## config.mk

```make
export PLATFORM = sky130hd
export DESIGN_NAME = neighbor_table_parent_select
export DESIGN_NICKNAME = d
export VERILOG_FILES = /design/src/rtl/ntps_pkg.sv /design/src/rtl/ntps_cell.sv /design/src/rtl/neighbor_table_parent_select.sv
export SDC_FILE = /design/constraint.sdc
export NUM_CORES = 2
export LEC_CHECK = 0
export BUFFER_PORTS_ARGS = -buffer_cell sky130_fd_sc_hd__buf_2
export CELL_PAD_IN_SITES_DETAIL_PLACEMENT = 0
export CELL_PAD_IN_SITES_GLOBAL_PLACEMENT = 2
export CORE_ASPECT_RATIO = 0.7
export CORE_MARGIN = 3
export CORE_UTILIZATION = 35
export CTS_CLUSTER_DIAMETER = 120
export DETAILED_ROUTE_END_ITERATION = 10
export GPL_ROUTABILITY_DRIVEN = 1
export PLACE_DENSITY = 0.64
export REMOVE_ABC_BUFFERS = 1
export SLEW_MARGIN = 20
export SYNTH_ARGS = -nofsm -noshare
export SYNTH_HDL_FRONTEND = slang
export SYNTH_SLANG_ARGS = --single-unit
```

## constraint.sdc

```tcl
create_clock -name clk_i -period 6.6 [get_ports clk_i]
set_input_delay 1.65 -clock clk_i [delete_from_list [all_inputs] [get_ports clk_i]]
set_output_delay 1.65 -clock clk_i [all_outputs]
set_load 0.05 [all_outputs]
```

## src/rtl/ntps_pkg.sv

```systemverilog
// shared types and constants for the neighbor table parent select block
`default_nettype none

package ntps_pkg;

  // default number of neighbor slots
  localparam int unsigned TableDepthDef = 16;

  // hop value that means "no parent"
  localparam logic [15:0] NO_HOP = 16'hFFFF;

  typedef enum logic {
    OP_BEACON = 1'b0,
    OP_SELECT = 1'b1
  } ntps_op_e;

  // input transaction
  typedef struct packed {
    logic              opcode;
    logic [7:0]        neighbor_id;
    logic signed [7:0] signal_strength;
    logic [15:0]       hop_distance;
  } ntps_in_t;

  // result transaction
  typedef struct packed {
    logic        forward_valid;
    logic [15:0] forward_hop;
    logic        entry_added;
    logic        entry_updated;
    logic [7:0]  chosen_parent;
    logic [15:0] chosen_parent_hop;
  } ntps_out_t;

  // token that walks the cell chain
  typedef struct packed {
    logic              vld;
    logic              op;
    logic [7:0]        id;
    logic signed [7:0] strength;
    logic [15:0]       hop;
    logic              hit;
    logic              placed;
    logic              have;
    logic [15:0]       best_hop;
    logic [7:0]        best_id;
    logic signed [7:0] best_str;
  } ntps_tok_t;

endpackage

`default_nettype wire

```

## src/rtl/ntps_cell.sv

```systemverilog
// one neighbor slot: holds an entry and passes the walking token on
`default_nettype none

module ntps_cell (
  input  wire logic              clk_i,
  input  wire logic              rst_ni,
  input  wire logic              occ_i,
  input  wire logic              slot_i,
  input  wire ntps_pkg::ntps_tok_t tok_i,
  output ntps_pkg::ntps_tok_t    tok_o
);
  import ntps_pkg::*;

  logic [7:0]        id_q;
  logic signed [7:0] str_q;
  logic [7:0]        cnt_q;
  logic [15:0]       hop_q;

  logic      upd, ins, sel, win;
  ntps_tok_t tok_d, tok_q;

  // match, insert and best-candidate decisions for this slot
  always_comb begin
    upd = tok_i.vld && (tok_i.op == OP_BEACON) && occ_i && !tok_i.hit &&
          (id_q == tok_i.id);
    ins = tok_i.vld && (tok_i.op == OP_BEACON) && slot_i && !tok_i.hit;
    sel = tok_i.vld && (tok_i.op == OP_SELECT) && occ_i && (hop_q != NO_HOP);
    win = !tok_i.have || (hop_q < tok_i.best_hop) ||
          ((hop_q == tok_i.best_hop) && (str_q > tok_i.best_str));
    tok_d = tok_i;
    if (upd) begin
      tok_d.hit = 1'b1;
    end
    if (ins) begin
      tok_d.placed = 1'b1;
    end
    if (sel && win) begin
      tok_d.have     = 1'b1;
      tok_d.best_hop = hop_q;
      tok_d.best_id  = id_q;
      tok_d.best_str = str_q;
    end
  end

  // entry storage
  always_ff @(posedge clk_i) begin
    if (upd) begin
      str_q <= tok_i.strength;
      hop_q <= tok_i.hop;
      cnt_q <= cnt_q + 8'd1;
    end else if (ins) begin
      id_q  <= tok_i.id;
      str_q <= tok_i.strength;
      hop_q <= tok_i.hop;
      cnt_q <= 8'd1;
    end
  end

  // token register toward the next cell
  always_ff @(posedge clk_i or negedge rst_ni) begin
    if (!rst_ni) begin
      tok_q <= '0;
    end else begin
      tok_q <= tok_d;
    end
  end

  assign tok_o = tok_q;

endmodule

`default_nettype wire

```

## src/rtl/neighbor_table_parent_select.sv

```systemverilog
// top level: neighbor table as a chain of slot cells with parent selection
//
// Each transaction (beacon or select) is accepted when start_i is high and
// busy_o is low. A token then walks the row of TABLE_DEPTH slot cells, one
// cell per clock. The result appears on res_o with a one-cycle res_valid_o
// strobe once the token has left the last cell. busy_o drops in that same
// strobe cycle, so the next transaction can be taken at the edge that ends
// it; no new transaction is taken while one walks the chain. The result
// cannot be held off: it must be captured in the strobe cycle. cfg_we_i
// writes the is_root bit and should only be used while busy_o is low.
`default_nettype none

module neighbor_table_parent_select #(
  parameter int unsigned TABLE_DEPTH = ntps_pkg::TableDepthDef
) (
  input  wire logic             clk_i,
  input  wire logic             rst_ni,
  input  wire logic             start_i,
  input  wire ntps_pkg::ntps_in_t in_i,
  output logic                  busy_o,
  input  wire logic             cfg_we_i,
  input  wire logic             cfg_wdata_i,
  output logic                  res_valid_o,
  output ntps_pkg::ntps_out_t   res_o
);
  import ntps_pkg::*;

  localparam int unsigned UW = $clog2(TABLE_DEPTH + 1);

  logic          busy_q, busy_d;
  logic          root_q;
  logic [UW-1:0] used_q, used_d;
  logic [7:0]    par_id_q, par_id_d;
  logic [15:0]   par_hop_q, par_hop_d;
  logic          res_vld_q;
  ntps_out_t     res_q, res_d;
  logic          accept;

  ntps_tok_t              tok [TABLE_DEPTH+1];
  ntps_tok_t              launch;
  logic [TABLE_DEPTH-1:0] occ, slot;
  ntps_tok_t              tail;

  assign accept = start_i && !busy_q;

  // launch token built from the accepted transaction
  always_comb begin
    launch          = '0;
    launch.vld      = accept;
    launch.op       = in_i.opcode;
    launch.id       = in_i.neighbor_id;
    launch.strength = in_i.signal_strength;
    launch.hop      = in_i.hop_distance;
  end

  assign tok[0] = launch;

  // slot cells
  for (genvar k = 0; k < TABLE_DEPTH; k++) begin : g_cell
    assign occ[k]  = UW'(k) < used_q;
    assign slot[k] = UW'(k) == used_q;
    ntps_cell u_cell (
      .clk_i  (clk_i),
      .rst_ni (rst_ni),
      .occ_i  (occ[k]),
      .slot_i (slot[k]),
      .tok_i  (tok[k]),
      .tok_o  (tok[k+1])
    );
  end

  assign tail = tok[TABLE_DEPTH];

  // finish the transaction when the token leaves the chain
  always_comb begin
    busy_d    = busy_q;
    used_d    = used_q;
    par_id_d  = par_id_q;
    par_hop_d = par_hop_q;
    res_d     = '0;
    if (accept) begin
      busy_d = 1'b1;
    end
    if (tail.vld) begin
      busy_d = 1'b0;
      if (tail.op == OP_BEACON) begin
        res_d.entry_updated = tail.hit;
        res_d.entry_added   = tail.placed;
        if (tail.placed) begin
          used_d = used_q + UW'(1);
        end
        if (!tail.hit && !root_q) begin
          res_d.forward_valid = 1'b1;
          res_d.forward_hop   = tail.hop + 16'd1;
        end
      end else if (root_q) begin
        par_id_d  = 8'd0;
        par_hop_d = 16'd0;
      end else if (tail.have) begin
        par_id_d  = tail.best_id;
        par_hop_d = tail.best_hop;
      end else begin
        par_id_d  = 8'd0;
        par_hop_d = NO_HOP;
      end
    end
    res_d.chosen_parent     = par_id_d;
    res_d.chosen_parent_hop = par_hop_d;
  end

  // control and table-level state
  always_ff @(posedge clk_i or negedge rst_ni) begin
    if (!rst_ni) begin
      busy_q    <= 1'b0;
      root_q    <= 1'b0;
      used_q    <= '0;
      par_id_q  <= 8'd0;
      par_hop_q <= NO_HOP;
      res_vld_q <= 1'b0;
    end else begin
      busy_q    <= busy_d;
      used_q    <= used_d;
      par_id_q  <= par_id_d;
      par_hop_q <= par_hop_d;
      res_vld_q <= tail.vld;
      if (cfg_we_i) begin
        root_q <= cfg_wdata_i;
      end
    end
  end

  // result register
  always_ff @(posedge clk_i) begin
    if (tail.vld) begin
      res_q <= res_d;
    end
  end

  assign busy_o      = busy_q;
  assign res_valid_o = res_vld_q;
  assign res_o       = res_q;

endmodule

`default_nettype wire

```

==> impl_metrics.json <==
{
  "status": "complete, no violations",
  "gr-usage-met3": 0.0497,
  "dominantRegCellSynth": "dfrtp_1",
  "syn_area_per_cell_um2": 15.2,
  "period_share": 0.577,
  "setup_tns_ns": 0,
  "max-vdd-ir-drop_v": 0.000256,
  "yosys-top-cells-area": "dfrtp_1 (43%), edfxtp_1 (26%), mux2_2 (7.2%), ha_1 (7.1%), inv_1 (2.3%)",
  "report.final.setup_viol": 0,
  "ys_async_sr_fraction": 0.667,
  "synth_top_area_cell": "dfrtp_1",
  "synth_seq_area_share": 0.697,
  "fin_util": 0.405,
  "gr-usage-met1": 0.279,
  "netlist_top_cells_count": "dfrtp_1 (1,096), edfxtp_1 (555), mux2_2 (407), inv_1 (394), ha_1 (364)",
  "yosys.area.top_type_share": 0.429,
  "drc": 0,
  "first_iter_violations": 2576,
  "syn_inst": 4191,
  "die_h_um": 363,
  "antenna_found_initial": 19,
  "globalRouteMet2Util": 0.193,
  "io_buffers": 82,
  "antenna_left": 0,
  "synth.most_common_cell": "dfrtp_1",
  "worstSetupPathType": "register to register",
  "final_cells": 6937,
  "drive_gt1_frac": 0.195,
  "fin_skew_ns": 0.0574,
  "dp.cells": 6622,
  "worst_slew_pin_slew_ns": 1.26,
  "start_util": 0.354,
  "slowest_stage": "nand2_1",
  "via_per_inst": 4.74,
  "synth_area_um2": 63900,
  "cts_tree": "built",
  "die_area_um2": 188000,
  "synth_mux_area_frac": 0.0797,
  "postCtsHoldBufs": 0,
  "synthAdderAreaFrac": 0.0713,
  "synth_edf_count": 555,
  "io_pins": 83,
  "ctsLongestPathBuffers": 3,
  "fmax_mhz": 263,
  "clockRootBuffer": "clkbuf_16",
  "hpwl_um": 113000,
  "grt_max_degree": 180,
  "clkLatencyLatePin_ns": 0.81,
  "leakagePower_nw": 30.3,
  "hold_viol_final": 0,
  "slew_headroom": 0.140,
  "crit_chain": "inv_1 -> ha_1 -> nor2b_1 -> nand3_1 -> nand2_1",
  "syn_to_final_growth_pct": 14.3,
  "fill_cells": 16400,
  "min_path_type": "register to register",
  "rows": 130,
  "routedWlPerCell_um": 21.8,
  "firstDrtPassIters": 7,
  "fin_crit_ns": 3.81,
  "grt_overflow": 0,
  "grt_usage": 0.164,
  "yosysUniqueCellTypes": 61,
  "cts_setup_buffers": 0,
  "rsz0062_at_grt": "no",
  "clock_sinks": 1667,
  "multi_input_area_um2": 17600,
  "die_w_um": 517,
  "gp_congestion": 0.813,
  "synth_top_family_by_area": "multiplexers",
  "final_cell_area_um2": 73000,
  "crit_arrival_ns": 4.22,
  "power_mw": 20.8,
  "finalNetCount": 4815,
  "routed_wl_um": 152000,
  "cap_violations": 0,
  "placed_cell_area_um2": 67400,
  "synth_xor_area_frac": 0.0197,
  "synth_seq_cells": 1667,
  "yosys.area_share.simple": 0.0598,
  "vias": 32900,
  "power_density_nw_per_um2": 285,
  "cts_resized": 0,
  "seq_area_um2": 44500,
  "clkSlewWorstSetupHoldPaths_ns": 0.06,
  "grt_pass1_vias": 33900,
  "yosys_warnings": 0,
  "end_kind": "register",
  "cts_buffers": 165,
  "slew_violations": 0,
  "synth_compound_area_frac": 0.0431,
  "busiest_layer": "met1",
  "ctsHtreeMaxLevel": 4,
  "core_area_um2": 180000,
  "grt_pass1_wl_um": 228000,
  "cp-start-kind": "register",
  "critPathRequiredTime_ns": 7.01,
  "path_max_fanout": 24,
  "slowest_delay_ns": 0.96
}
[cells by family (layout without fill, tap and decap cells)]
kind of cell	count (synthesis)	in the layout
buf+inv	473	839
compound gates	411	411
fa+ha+maj	364	364
other cells	0	4
mux	442	442
simple gates	690	690
flops	1667	1667
xor+xnor	144	144
[worst max-delay path: cells and delay by family, from the launching register on]
family	cells	cell delay, ns
adder cells (fa/ha/maj)	1	0.38
buffers and inverters	1	0.34
flip-flops	1	0.48
AND/OR/NAND/NOR	3	2.20
[through the flow]
| stage | setup WS (ns) | hold WS, ns |
|---|---|---|
| floorplan | 2.69 | 0.349 |
| global placement | 2.82 | 0.353 |
| detailed placement | 2.81 | 0.361 |
| CTS | 2.82 | 0.354 |
| global route | 2.76 | 0.365 |
| finish | 2.79 | 0.357 |
[cell usage in the layout (no fill, tap or decap), types with 12 or more instances in the layout]
cell / count
dfrtp_1: 1095
edfxtp_1: 555
mux2_2: 407
inv_1: 394
ha_1: 364
clkbuf_16: 166
nand4_1: 161
nand2_1: 149
a21oi_1: 148
o211ai_1: 119
xnor2_1: 87
buf_2: 81
nor2b_1: 80
xor2_1: 57
nor2_1: 55
clkbuf_1: 50
buf_4: 44
nand3_1: 38
and2_1: 38
o21ai_0: 36
nand2b_1: 36
nor4_1: 32
mux2_4: 30
clkbuf_8: 30
or2_2: 22
clkinv_2: 19
nor3_1: 18
o31ai_1: 18
and4_1: 16
dfstp_2: 16
o2111ai_1: 15
clkinv_1: 12
[state kept, by name, summed over array words and instances (netlist names)]
name,cells
busy_o,1
g_cell.u_cell.hop_q,256
g_cell.u_cell.id_q,128
g_cell.u_cell.str_q,128
g_cell.u_cell.tok_o,1080
par_hop_q,16
par_id_q,8
res_o,43
res_valid_o,1
root_q,1
used_q,5
[worst paths after layout]
kind | slack, ns | startpoint | endpoint | cells after the start
min reg2reg | 0.36 | g_cell[8].u_cell.tok_o[36] | g_cell[9].u_cell.tok_o[36] | 0
max reg2reg | 2.79 | used_q[0] | g_cell[14].u_cell.str_q[4] | 5
min in group asynchronous | 0.89 | rst_ni | g_cell[10].u_cell.tok_o[27] | 1
max in group asynchronous | 4.25 | rst_ni | g_cell[1].u_cell.tok_o[6] | 2
min | 0.36 | g_cell[8].u_cell.tok_o[36] | g_cell[9].u_cell.tok_o[36] | 0
max | 2.79 | used_q[0] | g_cell[14].u_cell.str_q[4] | 5
[report_power, final]
group,total [mW],internal (mW),switching (mW),leakage [nW]
combinational,0.266,0.0662,0.200,8.32
sequential,11.1,10.9,0.172,19.3
clock,9.48,5.38,4.10,2.68
[layer usage]
| layer | vias to the layer above | part of all wire |
|---|---|---|
| met2 | 656 | 0.36 |
| met4 | 0 | 0.016 |
| met5 | - | 0 |
| li1 | 15400 | - |
| met1 | 16600 | 0.56 |
| met3 | 168 | 0.072 |
[area by class of cell]
type,instances,share of cell area
timing repair buffer,133,0.0122
sequential,1667,0.610
clock buffer,246,0.0651
clock inverter,65,0.0108
tap,2376,0.0407
multi-input combinational,2051,0.241
inverter,395,0.0203
antenna,4,0.000137
Note: power is estimated with default switching activity, not from simulation.
